==> config.mk <==
export PLATFORM = sky130hd
export DESIGN_NAME = midpoint_circle_rasterizer_unit
export DESIGN_NICKNAME = d
export VERILOG_FILES = /design/src/mcr_pkg.sv /design/src/midpoint_circle_rasterizer_unit.sv /design/src/mcr_front.sv /design/src/mcr_fifo.sv /design/src/mcr_back.sv
export SDC_FILE = /design/constraint.sdc
export NUM_CORES = 1
export LEC_CHECK = 0
export BUFFER_PORTS_ARGS = -buffer_cell sky130_fd_sc_hd__buf_2
export CAP_MARGIN = 15
export CORE_MARGIN = 4
export CORE_UTILIZATION = 50
export DETAILED_ROUTE_END_ITERATION = 12
export MAX_ROUTING_LAYER = met4
export PLACE_DENSITY = 0.67
export SLEW_MARGIN = 40
export SYNTH_ARGS = -nofsm -noshare
export SYNTH_HDL_FRONTEND = slang
export SYNTH_SLANG_ARGS = --single-unit
==> constraint.sdc <==
create_clock -name clk_i -period 9.1 [get_ports clk_i]
set_input_delay 1.82 -clock clk_i [delete_from_list [all_inputs] [get_ports clk_i]]
set_output_delay 1.82 -clock clk_i [all_outputs]
set_load 0.005 [all_outputs]
==> src/mcr_pkg.sv <==
`timescale 1ns / 1ps
`default_nettype none
// ----------------------------------------------------------------------------
// Midpoint circle rasterizer package
// Shared step modes, octant sequencing constants and queue status type.
// ----------------------------------------------------------------------------
package mcr_pkg;

  typedef enum logic {
    MODE_START   = 1'b0,
    MODE_ADVANCE = 1'b1
  } mode_e;

  localparam int unsigned OCT_BITS = 3;
  localparam logic [OCT_BITS-1:0] OCT_FIRST = 3'd0;
  localparam logic [OCT_BITS-1:0] OCT_LAST  = 3'd7;

  typedef struct packed {
    logic full;
    logic empty;
  } fifo_stat_t;

endpackage
`default_nettype wire

==> src/midpoint_circle_rasterizer_unit.sv <==
`timescale 1ns / 1ps
`default_nettype none
// ----------------------------------------------------------------------------
// Midpoint circle rasterizer unit
// Steps a midpoint circle one iteration per input transaction and emits the
// eight symmetric points of every step.
// ----------------------------------------------------------------------------
// Every start transaction, and every advance transaction while a circle is
// running, yields eight point transactions in octant order, one per clock on
// the output channel while out_ready_i is high; the single output port limits
// the sustained step rate. The front end updates the circle state in the
// accept cycle and hands each step to a two-entry job queue, so up to two
// further steps are taken back to back while points still drain. When the
// emitter is idle, a step's first point passes through the job queue, the
// job register and the output register before it appears. Advance
// transactions with no circle running are taken and produce nothing.
module midpoint_circle_rasterizer_unit #(
  parameter int unsigned COORD_BITS = 11,
  localparam int unsigned PT_BITS   = COORD_BITS + 1,
  localparam int unsigned JOB_BITS  = 4 * COORD_BITS + 1
) (
  input  wire logic                         clk_i,
  input  wire logic                         rst_ni,
  input  wire logic                         in_valid_i,
  output logic                              in_ready_o,
  input  wire logic                         mode_i,
  input  wire logic signed [COORD_BITS-1:0] center_x_i,
  input  wire logic signed [COORD_BITS-1:0] center_y_i,
  input  wire logic        [COORD_BITS-2:0] radius_i,
  output logic                              out_valid_o,
  input  wire logic                         out_ready_i,
  output logic signed [PT_BITS-1:0]         point_x_o,
  output logic signed [PT_BITS-1:0]         point_y_o,
  output logic                              last_of_step_o,
  output logic                              circle_done_o
);

  logic                  push;
  logic                  pop;
  logic                  active;
  logic [JOB_BITS-1:0]   job_in;
  logic [JOB_BITS-1:0]   job_out;
  mcr_pkg::fifo_stat_t   q_stat;

  mcr_front #(
    .COORD_BITS(COORD_BITS)
  ) u_front (
    .clk_i      (clk_i),
    .rst_ni     (rst_ni),
    .in_valid_i (in_valid_i),
    .in_ready_o (in_ready_o),
    .mode_i     (mode_i),
    .center_x_i (center_x_i),
    .center_y_i (center_y_i),
    .radius_i   (radius_i),
    .q_full_i   (q_stat.full),
    .push_o     (push),
    .job_o      (job_in),
    .active_o   (active)
  );

  mcr_fifo #(
    .WIDTH(JOB_BITS)
  ) u_fifo (
    .clk_i  (clk_i),
    .rst_ni (rst_ni),
    .push_i (push),
    .data_i (job_in),
    .pop_i  (pop),
    .data_o (job_out),
    .stat_o (q_stat)
  );

  mcr_back #(
    .COORD_BITS(COORD_BITS)
  ) u_back (
    .clk_i          (clk_i),
    .rst_ni         (rst_ni),
    .job_valid_i    (!q_stat.empty),
    .job_i          (job_out),
    .pop_o          (pop),
    .out_valid_o    (out_valid_o),
    .out_ready_i    (out_ready_i),
    .point_x_o      (point_x_o),
    .point_y_o      (point_y_o),
    .last_of_step_o (last_of_step_o),
    .circle_done_o  (circle_done_o)
  );

  a_step_no_gap: assert property (@(posedge clk_i) disable iff (!rst_ni)
    out_valid_o && out_ready_i && !last_of_step_o |=> out_valid_o)
    else $error("point stream broke inside a step");

  a_done_steady: assert property (@(posedge clk_i) disable iff (!rst_ni)
    out_valid_o && out_ready_i && !last_of_step_o |=>
      circle_done_o == $past(circle_done_o))
    else $error("circle_done changed inside a step");

  a_zero_radius_idle: assert property (@(posedge clk_i) disable iff (!rst_ni)
    in_valid_i && in_ready_o && (mode_i == mcr_pkg::MODE_START) &&
      (radius_i == '0) |=> !active)
    else $error("zero radius start left a circle running");

endmodule
`default_nettype wire

==> src/mcr_front.sv <==
`timescale 1ns / 1ps
`default_nettype none
// ----------------------------------------------------------------------------
// Midpoint circle rasterizer front end
// Accepts step transactions, updates the circle state and queues one job
// (origin, offsets, done flag) for every step that emits points.
// ----------------------------------------------------------------------------
module mcr_front #(
  parameter int unsigned COORD_BITS = 11,
  localparam int unsigned DEC_BITS  = COORD_BITS + 3,
  localparam int unsigned JOB_BITS  = 4 * COORD_BITS + 1
) (
  input  wire logic                         clk_i,
  input  wire logic                         rst_ni,
  input  wire logic                         in_valid_i,
  output logic                              in_ready_o,
  input  wire logic                         mode_i,
  input  wire logic signed [COORD_BITS-1:0] center_x_i,
  input  wire logic signed [COORD_BITS-1:0] center_y_i,
  input  wire logic        [COORD_BITS-2:0] radius_i,
  input  wire logic                         q_full_i,
  output logic                              push_o,
  output logic             [JOB_BITS-1:0]   job_o,
  output logic                              active_o
);

  logic [COORD_BITS-1:0] origin_x_q, origin_x_d;
  logic [COORD_BITS-1:0] origin_y_q, origin_y_d;
  logic [COORD_BITS-1:0] off_x_q, off_x_d;
  logic [COORD_BITS-1:0] off_y_q, off_y_d;
  logic [DEC_BITS-1:0]   dec_q, dec_d;
  logic                  active_q, active_d;

  logic                  accept;
  logic                  is_start;
  logic                  done;
  logic [COORD_BITS-1:0] x_inc;
  logic [COORD_BITS-1:0] y_dec;
  logic [COORD_BITS-1:0] y_next;
  logic [DEC_BITS-1:0]   x_term;
  logic [DEC_BITS-1:0]   y_term;
  logic [DEC_BITS-1:0]   dec_adv;

  assign in_ready_o = !q_full_i;
  assign accept     = in_valid_i && in_ready_o;
  assign is_start   = (mode_i == mcr_pkg::MODE_START);

  assign x_inc  = off_x_q + COORD_BITS'(1);
  assign y_dec  = off_y_q - COORD_BITS'(1);
  assign y_next = dec_q[DEC_BITS-1] ? off_y_q : y_dec;
  assign x_term = {2'b00, x_inc, 1'b0};
  assign y_term = {2'b00, y_dec, 1'b0};
  assign dec_adv = dec_q[DEC_BITS-1] ? (dec_q + x_term + DEC_BITS'(1))
                                     : (dec_q + x_term - y_term + DEC_BITS'(1));

  always_comb begin
    origin_x_d = origin_x_q;
    origin_y_d = origin_y_q;
    off_x_d    = off_x_q;
    off_y_d    = off_y_q;
    dec_d      = dec_q;
    active_d   = active_q;
    done       = 1'b0;
    push_o     = 1'b0;
    if (accept && is_start) begin
      origin_x_d = center_x_i;
      origin_y_d = center_y_i;
      off_x_d    = '0;
      off_y_d    = {1'b0, radius_i};
      dec_d      = DEC_BITS'(1) - {4'b0000, radius_i};
      done       = (radius_i == '0);
      active_d   = !done;
      push_o     = 1'b1;
    end else if (accept && active_q) begin
      off_x_d  = x_inc;
      off_y_d  = y_next;
      dec_d    = dec_adv;
      done     = !(x_inc < y_next);
      active_d = !done;
      push_o   = 1'b1;
    end
  end

  assign job_o    = {done, origin_x_d, origin_y_d, off_x_d, off_y_d};
  assign active_o = active_q;

  always_ff @(posedge clk_i or negedge rst_ni) begin
    if (!rst_ni) begin
      active_q <= 1'b0;
    end else begin
      active_q <= active_d;
    end
  end

  always_ff @(posedge clk_i) begin
    origin_x_q <= origin_x_d;
    origin_y_q <= origin_y_d;
    off_x_q    <= off_x_d;
    off_y_q    <= off_y_d;
    dec_q      <= dec_d;
  end

endmodule
`default_nettype wire

==> src/mcr_fifo.sv <==
`timescale 1ns / 1ps
`default_nettype none
// ----------------------------------------------------------------------------
// Midpoint circle rasterizer job queue
// Two-entry queue between the front end and the point emitter.
// ----------------------------------------------------------------------------
module mcr_fifo #(
  parameter int unsigned WIDTH = 45
) (
  input  wire logic             clk_i,
  input  wire logic             rst_ni,
  input  wire logic             push_i,
  input  wire logic [WIDTH-1:0] data_i,
  input  wire logic             pop_i,
  output logic      [WIDTH-1:0] data_o,
  output mcr_pkg::fifo_stat_t   stat_o
);

  logic [WIDTH-1:0] mem_q [2];
  logic             wr_ptr_q, wr_ptr_d;
  logic             rd_ptr_q, rd_ptr_d;
  logic [1:0]       count_q, count_d;
  logic             do_push;
  logic             do_pop;

  assign stat_o.full  = (count_q == 2'd2);
  assign stat_o.empty = (count_q == 2'd0);
  assign do_push      = push_i && !stat_o.full;
  assign do_pop       = pop_i && !stat_o.empty;
  assign data_o       = mem_q[rd_ptr_q];

  always_comb begin
    wr_ptr_d = do_push ? !wr_ptr_q : wr_ptr_q;
    rd_ptr_d = do_pop ? !rd_ptr_q : rd_ptr_q;
    count_d  = count_q;
    if (do_push && !do_pop) begin
      count_d = count_q + 2'd1;
    end else if (do_pop && !do_push) begin
      count_d = count_q - 2'd1;
    end
  end

  always_ff @(posedge clk_i or negedge rst_ni) begin
    if (!rst_ni) begin
      wr_ptr_q <= 1'b0;
      rd_ptr_q <= 1'b0;
      count_q  <= 2'd0;
    end else begin
      wr_ptr_q <= wr_ptr_d;
      rd_ptr_q <= rd_ptr_d;
      count_q  <= count_d;
    end
  end

  always_ff @(posedge clk_i) begin
    if (do_push) begin
      mem_q[wr_ptr_q] <= data_i;
    end
  end

endmodule
`default_nettype wire

==> src/mcr_back.sv <==
`timescale 1ns / 1ps
`default_nettype none
// ----------------------------------------------------------------------------
// Midpoint circle rasterizer point emitter
// Takes one queued job and sends its eight octant points, one per cycle while
// the output is ready, through a registered output stage.
// ----------------------------------------------------------------------------
module mcr_back #(
  parameter int unsigned COORD_BITS = 11,
  localparam int unsigned PT_BITS   = COORD_BITS + 1,
  localparam int unsigned JOB_BITS  = 4 * COORD_BITS + 1
) (
  input  wire logic                      clk_i,
  input  wire logic                      rst_ni,
  input  wire logic                      job_valid_i,
  input  wire logic [JOB_BITS-1:0]       job_i,
  output logic                           pop_o,
  output logic                           out_valid_o,
  input  wire logic                      out_ready_i,
  output logic signed [PT_BITS-1:0]      point_x_o,
  output logic signed [PT_BITS-1:0]      point_y_o,
  output logic                           last_of_step_o,
  output logic                           circle_done_o
);

  logic [JOB_BITS-1:0]                   job_q;
  logic [mcr_pkg::OCT_BITS-1:0]          oct_q, oct_d;
  logic                                  busy_q, busy_d;
  logic                                  out_valid_q, out_valid_d;
  logic [PT_BITS-1:0]                    px_q, py_q;
  logic                                  last_q, done_q;

  logic                                  load;
  logic                                  emit;
  logic                                  oct_last;
  logic                                  j_done;
  logic [COORD_BITS-1:0]                 j_ox, j_oy, j_x, j_y;
  logic [COORD_BITS-1:0]                 a, b;
  logic [PT_BITS-1:0]                    ox_e, oy_e, a_e, b_e;
  logic [PT_BITS-1:0]                    px, py;

  assign {j_done, j_ox, j_oy, j_x, j_y} = job_q;

  assign load     = !out_valid_q || out_ready_i;
  assign emit     = busy_q && load;
  assign oct_last = (oct_q == mcr_pkg::OCT_LAST);
  assign pop_o    = job_valid_i && (!busy_q || (emit && oct_last));

  assign a    = oct_q[2] ? j_y : j_x;
  assign b    = oct_q[2] ? j_x : j_y;
  assign ox_e = {j_ox[COORD_BITS-1], j_ox};
  assign oy_e = {j_oy[COORD_BITS-1], j_oy};
  assign a_e  = {1'b0, a};
  assign b_e  = {1'b0, b};
  assign px   = oct_q[0] ? (ox_e - a_e) : (ox_e + a_e);
  assign py   = oct_q[1] ? (oy_e - b_e) : (oy_e + b_e);

  always_comb begin
    oct_d  = oct_q;
    busy_d = busy_q;
    if (emit) begin
      oct_d = oct_q + mcr_pkg::OCT_BITS'(1);
      if (oct_last) begin
        busy_d = 1'b0;
      end
    end
    if (pop_o) begin
      oct_d  = mcr_pkg::OCT_FIRST;
      busy_d = 1'b1;
    end
    out_valid_d = load ? emit : out_valid_q;
  end

  always_ff @(posedge clk_i or negedge rst_ni) begin
    if (!rst_ni) begin
      oct_q       <= mcr_pkg::OCT_FIRST;
      busy_q      <= 1'b0;
      out_valid_q <= 1'b0;
    end else begin
      oct_q       <= oct_d;
      busy_q      <= busy_d;
      out_valid_q <= out_valid_d;
    end
  end

  always_ff @(posedge clk_i) begin
    if (pop_o) begin
      job_q <= job_i;
    end
    if (emit) begin
      px_q   <= px;
      py_q   <= py;
      last_q <= oct_last;
      done_q <= j_done;
    end
  end

  assign out_valid_o    = out_valid_q;
  assign point_x_o      = px_q;
  assign point_y_o      = py_q;
  assign last_of_step_o = last_q;
  assign circle_done_o  = done_q;

endmodule
`default_nettype wire

After elaboration in Yosys (flattened, before gate mapping)
Memory sizes are Yosys's and may differ from the RTL's. A register that Yosys moved wholly into a read port is not among the register bits.
Index checks and enable logic that the tools add are counted.
{ "word_totals": {"register_bits": 94, "ram_bits": 90, "elab_cells": 93, "n_memories": 1} }
{ "memory_table": {"columns": ["name", "words", "width", "rd", "rd_ports_with_merged_regs", "wr", "line", "text"], "rows": [
  ["u_fifo.mem_q", 2, 45, 1, 1, 1, "mcr_fifo.sv:19", "logic [WIDTH-1:0] mem_q [2];"]
]} }
{ "op_classes": {"n_addsub": 14, "magnitude_cmp": 1, "n_eq_ne": 2, "muxes": 29, "bitwise_logic": 1, "n_reduce_logical": 29} }
{ "op_table": {"columns": ["op", "count"], "rows": [
  ["11-bit two-way mux", 9],
  ["14-bit two-way mux", 3],
  ["14-bit by 1-bit adder with 14-bit output (second input constant)", 2],
  ["12-bit by 11-bit adder with 12-bit output", 2],
  ["12-bit two-way mux", 2],
  ["12-bit by 11-bit subtractor with 12-bit output", 2],
  ["14-bit by 12-bit adder with 14-bit output", 1],
  ["14-bit by 12-bit subtractor with 14-bit output", 1],
  ["11-bit by 1-bit adder with 11-bit output (second input constant)", 1],
  ["11-bit less-than comparator", 1],
  ["1-bit two-way mux", 11],
  ["1-bit by 10-bit subtractor with 11-bit output (first input constant)", 1],
  ["11-bit by 1-bit subtractor with 11-bit output (second input constant)", 1],
  ["1-bit logical AND", 10],
  ["1-bit zero test", 10],
  ["10-bit zero test", 1],
  ["2-bit nonzero test", 4],
  ["3-bit two-way mux", 2],
  ["2-bit two-way mux", 2],
  ["3-bit by 1-bit adder with 3-bit output (second input constant)", 1],
  ["3-bit == test (second input constant)", 1],
  ["2-bit by 1-bit adder with 2-bit output (second input constant)", 1],
  ["2-bit == test (second input constant)", 1],
  ["2-bit zero test", 1],
  ["other kinds (4)", 5]
]} }

Logic depth before layout (Yosys ltp)
Gate-level depths: netlist (run 1).
{ "depth": {"depth_word": 11, "ltp_mapped": 18, "depth_no_buf": 18} }

By module
From an unflattened synthesis (run 1), not the netlist that was laid out.
{ "hier_totals": {"cells_unflattened": 1057, "hier_area_um2": 12354.3} }
{ "modules_own_cells": {"columns": ["module", "n_inst", "cells_each", "area_per_inst_um2", "seq_area_each_um2"], "rows": [
  ["mcr_front", 1, 553, 4505.6, 1326.3],
  ["mcr_back", 1, 344, 4201.5, 2257.2],
  ["mcr_fifo", 1, 159, 3643.5, 2802.7],
  ["midpoint_circle_rasterizer_unit", 1, 1, 3.8, 0.0]
]} }

Least setup slack after synthesis (run 1)
OpenSTA, ideal clock, no wires.
{ "synth_path": {"path_kind": "in2reg", "startpoint": "input in_valid_i", "endpoint": "memory u_fifo.mem_q[0][0], enable pin", "arrival_time_ns": 4.379, "required_ns": 8.653, "slack_ns": 4.274, "stages": 5, "n_path_buf": 2, "path_cell_list": "and2_1 clkbuf_1 o21ai_1 buf_2 nor2_1"} }
{ "synth_via": {"elab_chain_cells": 7, "word_cells_on_any_way": 8, "classes_between": "4 x mux; 4 x reduce/logical"} }
{ "synth_rtl": {"columns": ["item", "line", "text"], "rows": [
  ["from (decl)", "midpoint_circle_rasterizer_unit.sv:24", "input wire logic in_valid_i,"],
  ["1-bit logical AND *", "mcr_front.sv:45", "assign accept = in_valid_i && in_ready_o;"],
  ["1-bit logical AND", "mcr_front.sv:74", "end else if (accept && active_q) begin"],
  ["1-bit two-way mux", "mcr_front.sv:74", null],
  ["1-bit two-way mux *", "mcr_front.sv:65", "if (accept && is_start) begin"],
  ["1-bit logical AND *", "mcr_fifo.sv:28", "assign do_push = push_i && !stat_o.full;"],
  ["1-bit two-way mux *", "mcr_fifo.sv:56", "if (do_push) begin"],
  ["1-bit two-way mux (not written as such) *", "mcr_fifo.sv:57", "mem_q[wr_ptr_q] <= data_i;"],
  ["to (decl)", "mcr_fifo.sv:19", null]
]} }
Mark *: on every way between the ends. The rest lies on a longest branch, timed or not.

Final worst setup path (run 1)
{ "layout_path": {"startpoint": "register u_front.off_x_q[0]", "endpoint": "register u_front.dec_q[12] (data pin)"} }
{ "layout_via": {"elab_chain_cells": 7, "word_cells_on_any_way": 8, "classes_between": "5 x add/sub; 3 x mux"} }
{ "layout_rtl": {"columns": ["item", "line", "text"], "rows": [
  ["from (decl)", "mcr_front.sv:29", "logic [COORD_BITS-1:0] off_x_q, off_x_d;"],
  ["from (signal assigned)", "mcr_front.sv:98", "off_x_q <= off_x_d;"],
  ["11-bit by 1-bit adder with 11-bit output *", "mcr_front.sv:48", "assign x_inc = off_x_q + COORD_BITS'(1);"],
  ["14-bit by 12-bit adder with 14-bit output *", "mcr_front.sv:53, mcr_front.sv:54", null],
  ["14-bit by 12-bit subtractor with 14-bit output", "mcr_front.sv:54", ": (dec_q + x_term - y_term + DEC_BITS'(1));"],
  ["14-bit by 1-bit adder with 14-bit output", "mcr_front.sv:54", null],
  ["14-bit two-way mux *", "mcr_front.sv:53", "assign dec_adv = dec_q[DEC_BITS-1] ? (dec_q + x_term + DEC_BITS'(1))"],
  ["14-bit two-way mux *", "mcr_front.sv:74", null],
  ["14-bit two-way mux *", "mcr_front.sv:65", null],
  ["via u_front.dec_d[12]", "mcr_front.sv:31", "logic [DEC_BITS-1:0] dec_q, dec_d;"],
  ["to (signal assigned)", "mcr_front.sv:100", "dec_q <= dec_d;"],
  ["to (decl)", "mcr_front.sv:31", null]
]} }
Mark *: on every way through the listed nets, which the timed path passes. The rest lies on a longest branch. The select of a mux whose other input is x is not followed.
A chain may end at the register's enable or synchronous reset.

==> results of run 1 <==
metal layers:
metal,vias to the layer above,global-route usage,wire (um)
met5,-,-,0
met4,0,0.0518,655
met3,39,0.0276,894
met2,131,0.313,11700
met1,3660,0.248,11100
li1,3865,-,-
logic make-up after synthesis:
family,Yosys count
AND/OR/NAND/NOR,273
flip-flops,229
AO/OA/AOI/OAI,185
XOR/XNOR,106
adder cells (fa/ha/maj),82
multiplexers,72
buffers and inverters,69
power by group through the flow:
stage | logic [mW] | clock network (mW) | registers [mW]
floorplan | 2.05 | 0 | 1.73
global placement | 2.49 | 0 | 1.82
detailed placement | 2.54 | 0 | 1.83
CTS | 2.56 | 0.971 | 1.81
global route | 2.86 | 1.02 | 1.84
finish | 2.54 | 0.951 | 1.81
critical path, delay by kind of cell, from the launching register on:
family          cells  cell delay [ns]
xor+xnor            3             0.87
compound gates      5             0.95
simple gates        4             0.63
flops               1             0.43
fa+ha+maj           4             1.14
buf+inv             1             0.11
worst max-delay path by stage:
| stage | from | end | slack, ns | depth (start not counted) |
|---|---|---|---|---|
| finish | u_front.off_x_q[0]$_DFF_P_ | u_front.dec_q[12]$_DFFE_PN_ | 4.72 | 17 |
| global route | u_front.off_x_q[0]$_DFF_P_ | u_front.dec_q[11]$_DFFE_PN_ | 4.29 | 18 |
| CTS | u_front.off_x_q[0]$_DFF_P_ | u_front.dec_q[12]$_DFFE_PN_ | 4.72 | 17 |
| detailed placement | u_front.off_x_q[0]$_DFF_P_ | u_front.dec_q[12]$_DFFE_PN_ | 4.73 | 17 |
| global placement | in_valid_i | u_fifo.mem_q[0][44]$_DFFE_PP_ | 4.75 | 7 |
| floorplan | in_valid_i | u_fifo.mem_q[0][0]$_DFFE_PP_ | 4.27 | 5 |
registers in the layout, summed over array words and instances (netlist names):
| signal | flops |
|---|---|
| u_front.dec_q | 14 |
| u_back.busy_q | 1 |
| u_fifo.wr_ptr_q | 1 |
| u_front.origin_x_q | 11 |
| u_back.job_q | 45 |
| u_front.active_o | 1 |
| u_front.off_x_q | 11 |
| u_front.origin_y_q | 11 |
| u_front.off_y_q | 11 |
| u_back.out_valid_o | 1 |
| u_back.oct_q | 3 |
| u_back.point_x_o | 12 |
| u_fifo.mem_q | 90 |
| u_fifo.rd_ptr_q | 1 |
| u_back.point_y_o | 12 |
| u_back.last_of_step_o | 1 |
| u_fifo.count_q | 2 |
| u_back.circle_done_o | 1 |
cells in the mapped netlist (3+ instances only):
cell type and n:
or3_1 3, xor2_1 51, mux2i_1 23, a21oi_1 51
o21ai_0 24, a221oi_1 3, a21o_1 15, nor3b_1 3
edfxtp_1 175, a211oi_1 7, clkbuf_1 23, nand3_1 34
xnor2_1 53, nor2b_1 8, nor3_1 18, a2111oi_0 3
o211ai_1 7, o21ai_1 9, or3_4 3, a41oi_1 3
o21bai_1 5, buf_2 9, mux2_2 49, fa_1 4
o21a_1 7, and3_1 7, o32ai_1 3, and2_1 6
nand2_1 117, inv_1 32, nor2_1 48, a31oi_1 5
a32o_1 10, o22ai_1 9, buf_1 3, ha_1 78
dfrtp_1 10, dfxtp_1 44, nand2b_1 14
per-stage QoR:
step / power [mW] / setup slack, ns
4_1_cts: 5.34 / 4.72
6_report: 5.30 / 4.72
5_1_grt: 5.72 / 4.29
3_3_place_gp: 4.31 / 4.75
3_5_place_dp: 4.37 / 4.73
2_1_floorplan: 3.78 / 4.27
layout by cell type (no fill, tap or decap), types with 24 or more instances in the layout:
master     instances
xor2_1            51
a21oi_1           51
nor2_1            46
dfxtp_1           44
o21ai_0           24
clkbuf_16         25
nand3_1           34
mux2_2            49
inv_1             31
ha_1              78
edfxtp_1         175
xnor2_1           53
nand2_1          116
buf_2             64
layout make-up:
type,instances,area (um^2)
tap,319,399
inverter,33,124
clock inverter,11,92.6
multi-input combinational,718,5330
clock buffer,33,676
timing repair buffer,75,410
sequential,229,6390
fill,1960,10100
==> qor.csv, run 1 <==
stage,metric,value,unit
logic_synthesis,compound-cell area share of the yosys netlist,0.104,
cts,CTS Sinks,229,
sta,Worst-Margin Slew,0.650,ns
place,Post-Place Cells,1374,
detailed_routing,Final ANT Viol Nets,0,
floorplanning,Die ar.,26500,um^2
detailed_routing,WL/cell,17.1,um
detailed_routing,Pre-antenna DRT Iters,4,
cts,# H-tree levels,1,
power_and_ir_drop,Logic pwr share,0.480,
place,DP Area,12700,um^2
final_layout,final net count,1200,
setup_path,CP startpoint kind,flop,
final_layout,Post-Layout Cell Count,1418,
logic_synthesis,Synth Area in XOR/XNOR,0.0788,
sta,count of final setup violators,0,
setup_path,slowest CP cell,dfxtp_1,
setup_path,Worst EP arrival,4.62,ns
power_and_ir_drop,Flop pwr share,0.341,
place,post-DP HPWL,17.2,mm
floorplanning,Die Width,163,um
sta,clock skew after layout,0.0130,ns
sta,Fin Setup TNS,0,ns
cts,Clock transition at path regs,0.07,ns
final_layout,design area,13400,um^2
logic_synthesis,Synth async-reset ratio,0.0437,
logic_synthesis,Mapped Avg Cell Area,11.8,um^2
floorplanning,Initial Utilization,0.509,
global_routing,largest net degree at the start of global routing,47,
power_and_ir_drop,Leakage,5.26,nW
sta,fmax,228,MHz
setup_path,flop2flop setup slack,4.72,ns
sta,unrepaired setup endpoints after global routing,false,
floorplanning,Die Ht,163,um
logic_synthesis,largest family of logic cells by synthesized area,simple AND/OR/NAND/NOR gates,
logic_synthesis,dominant synthesized flop cell,edfxtp_1,
hold_path,hold path start,u_back.job_q[44]$_DFFE_PP_,
power_and_ir_drop,Clock power frac,0.179,
power_and_ir_drop,PD cells,395,nW/um^2
sta,post-layout min period,4.38,ns
logic_synthesis,number of distinct library cells after synthesis,72,
logic_synthesis,Synth top area share,0.439,
hold_path,hold-critical path endpoint,u_back.circle_done_o$_DFFE_PP_,
detailed_routing,DR DRC count,0,
logic_synthesis,Post-Syn Nets,1135,
logic_synthesis,number of synthesized flops with an enable pin,175,
sta,hold_ws,0.424,ns
run_status,outcome,"finished, final reports clean",
logic_synthesis,Seq cells post-synth,229,
final_layout,n_diodes,0,
logic_synthesis,post-synth top area cell,edfxtp_1,
setup_path,Reg-to-Reg Start,u_front.off_x_q[0]$_DFF_P_,
setup_path,Worst EP required,9.34,ns
global_routing,first-pass GRT wire length,39.4,mm
final_layout,layout cells sized above 1,0.163,
hold_path,Hold WC Path Type,flop to flop,
global_routing,initial antenna violation count,0,
setup_path,cells on worst reg2reg path,17,
setup_path,worst-path cell chain,ha_1 > nand3_1 > nor2_1 > xor2_1 > ha_1 > a21oi_1 > nand2_1 > o21ai_1 > xor2_1 > inv_1 > ha_1 > ha_1 > and3_1 > a211o_1 > o311a_1 > xnor2_1 > o211ai_1,
logic_synthesis,adder-cell share of the synthesized area,0.0882,
setup_path,most used cell along the critical path,ha_1,
global_routing,number of global-route vias before repair,7552,
power_and_ir_drop,Switching Fraction,0.378,
power_and_ir_drop,Net Sw Power,2.01,mW
setup_path,crit path kind,flop to flop,
global_routing,GR Util All Layers,0.190,
floorplanning,Row Count,56,
cts,clock latency on the worst-skew pair,0.51,ns
floorplanning,total core area,23500,um^2
sta,"Hold Violations, Final",0,
cts,clk root buf,clkbuf_16,
setup_path,maximum fanout along the worst path,7,
detailed_routing,Routed Wire Length,24.3,mm
logic_synthesis,post-synthesis sequential area ratio,0.533,
detailed_routing,vias,7695,
global_routing,Congestion Overflow GR,0,
cts,postcts setup bufs,0,
place,Port Buffers,64,
floorplanning,I/O pin total,65,
logic_synthesis,Synth Area in Simple Gates,0.107,
logic_synthesis,Ys Warns,0,
logic_synthesis,main area contributors after synthesis,"edfxtp_1 (44%), ha_1 (8.2%), dfxtp_1 (7.4%), mux2_2 (4.6%), xnor2_1 (3.9%)",
sta,relative slew slack,0.555,
logic_synthesis,post-synthesis mux area share,0.0653,
final_layout,Synth-to-Final Area Change,12.1,%
setup_path,"slowest stage delay, CP",0.43,ns
setup_path,critical path endpoint category,flop,
cts,TritonCTS buffer count,24,
sta,Max Slew Vio Count,0,
cts,post-CTS resize count,0,
logic_synthesis,Synth Instances,1016,
detailed_routing,vias per std cell,5.43,
final_layout,fin util,0.570,
power_and_ir_drop,VDD IR max,0.366,mV
setup_path,R2R Path End,u_front.dec_q[12]$_DFFE_PN_,
logic_synthesis,Synth Cell Area,12000,um^2
place,RePlAce Congestion,0.861,
cts,Post-CTS Hold Fix Bufs,0,
cts,buffer levels on the longest clock path,3,
sta,fin crit share,0.481,
power_and_ir_drop,P_int,3.30,mW
detailed_routing,Initial DRC Count,398,
hold_path,hold path cells,0,
cts,CTS tree,built,
job,Max-cap violations,0,
No activity file was read; power rests on OpenSTA's default activity.
==> run 2, diff against run 1 <==
PLACE_DENSITY = 0.7   (was 0.67)
clock period = 3.85 ns   (was 9.1 ns; I/O delays follow)
==> qor.csv, run 2 (same netlist as run 1, synthesis figures left out) <==
stage,metric,value,unit,change
run_status,outcome,"finished, final reports clean",,
detailed_routing,Pre-antenna DRT Iters,5,,+1
setup_path,CP startpoint kind,flop,,
final_layout,Reg with most FFs,u_fifo.mem_q,,
setup_path,cells on worst reg2reg path,17,,unchanged
setup_path,worst-path cell chain,nand3_4 > nor2_4 > nand3_2 > xnor2_2 > ha_2 > or3_1 > a221o_1 > a31o_1 > a21oi_2 > xnor2_2 > ha_4 > ha_4 > or3_1 > a211o_1 > o311a_1 > xnor2_1 > o211ai_1,,
place,RePlAce Congestion,0.876,,+1.6%
final_layout,fin util,0.611,,+0.0413
detailed_routing,vias,8190,,+6.4%
final_layout,design area,14400,um^2,+7.2%
sta,unrepaired setup endpoints after global routing,true,,
final_layout,"most common cell after layout, fill and taps aside",edfxtp_1,,
setup_path,crit path kind,flop to flop,,
global_routing,largest net degree at the start of global routing,47,,unchanged
global_routing,first-pass GRT wire length,41.6,mm,+5.7%
setup_path,family with the most delay on the worst path,compound AO/OA/AOI/OAI gates,,
setup_path,Reg-to-Reg Start,u_front.off_x_q[0]$_DFF_P_,,
place,Post-Place Cells,1428,,+3.9%
setup_path,maximum fanout along the worst path,4,,-3
sta,Worst-Margin Slew,0.727,ns,+0.0772 ns
final_layout,Synth-to-Final Area Change,20.2,%,
hold_path,Hold WC Path Type,input pin to async pin,,
detailed_routing,vias per std cell,5.52,,+1.6%
cts,TritonCTS buffer count,25,,+4.2%
sta,post-layout min period,3.81,ns,-0.565 ns
floorplanning,Die Ht,163,um,unchanged
sta,"Hold Violations, Final",0,,unchanged
power_and_ir_drop,Tot Pwr,13.7,mW,+160%
sta,fin crit share,0.990,,+0.509
detailed_routing,Routed Wire Length,26.6,mm,+9.7%
floorplanning,Die Width,163,um,unchanged
sta,hold_ws,0.117,ns,-0.307 ns
job,Max-cap violations,0,,unchanged
setup_path,slowest CP cell,dfxtp_4,,
setup_path,Worst Path Buf+Inv,0,,-1
setup_path,Worst EP required,4.09,ns,-5.25 ns
setup_path,R2R Path End,u_front.dec_q[12]$_DFFE_PN_,,
setup_path,critical path endpoint category,flop,,
place,Port Buffers,64,,unchanged
setup_path,flop2flop setup slack,0.04,ns,-4.69 ns
final_layout,Largest register FFs,90,,unchanged
final_layout,leading registers by flop count,"u_fifo.mem_q x90, u_back.job_q x45, u_front.dec_q x14",,
floorplanning,Initial Utilization,0.509,,unchanged
power_and_ir_drop,VDD IR max,1.03,mV,+180%
sta,relative slew slack,0.503,,-0.0528
final_layout,n_diodes,0,,unchanged
sta,count of final setup violators,0,,unchanged
final_layout,layout cells sized above 1,0.259,,+0.0961
cts,Clock transition at path regs,0.07,ns,about the same
cts,clock latency on the worst-skew pair,0.52,ns,about the same
cts,buffer levels on the longest clock path,3,,unchanged
power_and_ir_drop,Leakage,5.70,nW,+8.3%
cts,clk root buf,clkbuf_16,,
floorplanning,I/O pin total,65,,unchanged
detailed_routing,WL/cell,17.9,um,+4.7%
detailed_routing,DR DRC count,0,,unchanged
sta,Max Slew Vio Count,0,,unchanged
place,DP Area,13100,um^2,+3.8%
detailed_routing,Final ANT Viol Nets,0,,unchanged
global_routing,initial antenna violation count,0,,unchanged
floorplanning,total core area,23500,um^2,unchanged
place,post-DP HPWL,18.8,mm,+9.6%
sta,fmax,262,MHz,+15%
cts,Post-CTS Hold Fix Bufs,0,,unchanged
detailed_routing,Initial DRC Count,573,,+44%
global_routing,Congestion Overflow GR,0,,unchanged
cts,CTS Sinks,229,,unchanged
global_routing,GR Util All Layers,0.202,,+0.0121
power_and_ir_drop,PD cells,954,nW/um^2,+140%
global_routing,number of global-route vias before repair,7965,,+5.5%
floorplanning,Die ar.,26500,um^2,unchanged
final_layout,final net count,1266,,+5.5%
setup_path,Worst EP arrival,4.06,ns,-0.56 ns
final_layout,Post-Layout Cell Count,1485,,+4.7%
setup_path,"slowest stage delay, CP",0.39,ns,-0.04 ns
floorplanning,Row Count,56,,unchanged
cts,CTS tree,built,,
cts,# H-tree levels,1,,unchanged
sta,clock skew after layout,0.0167,ns,+0.00368 ns
final_layout,"commonest cells after routing, fill and taps aside","edfxtp_1 (175), nand2_1 (117), buf_4 (70)",,
==> run 2: cell count changes in the layout (fill, tap and decap cells not counted), sizes merged <==
cell / before / now
clkbuf: 33 / 32
inv: 32 / 34
clkinvlp: 3 / 2
bufinv: 1 / 2
buf: 75 / 140
clkinv: 8 / 9
==> run 2: cell type report <==
class                      count  area, um^2
inverter                      33         124
sequential                   229        6400
multi-input combinational    718        5730
timing repair buffer         140         938
clock buffer                  32         662
fill                        1873        9150
tap                          319         399
clock inverter                14         135
==> run 2: worst max-delay path by stage <==
stage / cells past startpoint / to / slack (ns) / from
after global routing: 17 / u_front.dec_q[12]$_DFFE_PN_ / -0.15 / u_front.off_x_q[0]$_DFF_P_
after global placement: 17 / u_front.dec_q[12]$_DFFE_PN_ / -0.04 / u_front.off_x_q[0]$_DFF_P_
after CTS: 16 / u_front.dec_q[12]$_DFFE_PN_ / -0.004 / u_front.off_x_q[1]$_DFF_P_
final: 17 / u_front.dec_q[12]$_DFFE_PN_ / 0.04 / u_front.off_x_q[0]$_DFF_P_
after floorplan: 17 / u_front.dec_q[12]$_DFFE_PN_ / 0.002 / u_front.off_x_q[0]$_DFF_P_
after detailed placement: 16 / u_front.dec_q[12]$_DFFE_PN_ / -0.14 / u_front.off_x_q[0]$_DFF_P_
==> run 2: through the flow <==
step	setup TNS [ns]	setup slack, ns
after floorplan	0	0.00164
after detailed placement	-0.294	-0.137
after global placement	-0.0411	-0.0411
after CTS	-0.00383	-0.00383
after global routing	-0.324	-0.151
final	0	0.0382
==> run 2: power breakdown <==
part / leakage [nW] / switching [mW] / internal (mW)
Sequential: 2.12 / 0.537 / 3.82
Clock: 0.386 / 0.943 / 1.36
Combinational: 3.19 / 3.68 / 3.40
==> run 2: per-layer routing <==
metal,GRT usage,up-vias,share of wire
met5,-,-,0
met4,0.0454,0,0.017
met3,0.0276,29,0.050
met2,0.323,212,0.48
met1,0.278,3946,0.45
li1,-,4003,-
==> run 2: repair_timing <==
item	in CTS	in global routing
resized for setup	21	40
hold endpoints to repair	0	0
setup buffers	7	4
setup endpoints to repair	5	8
pin swaps	18	28
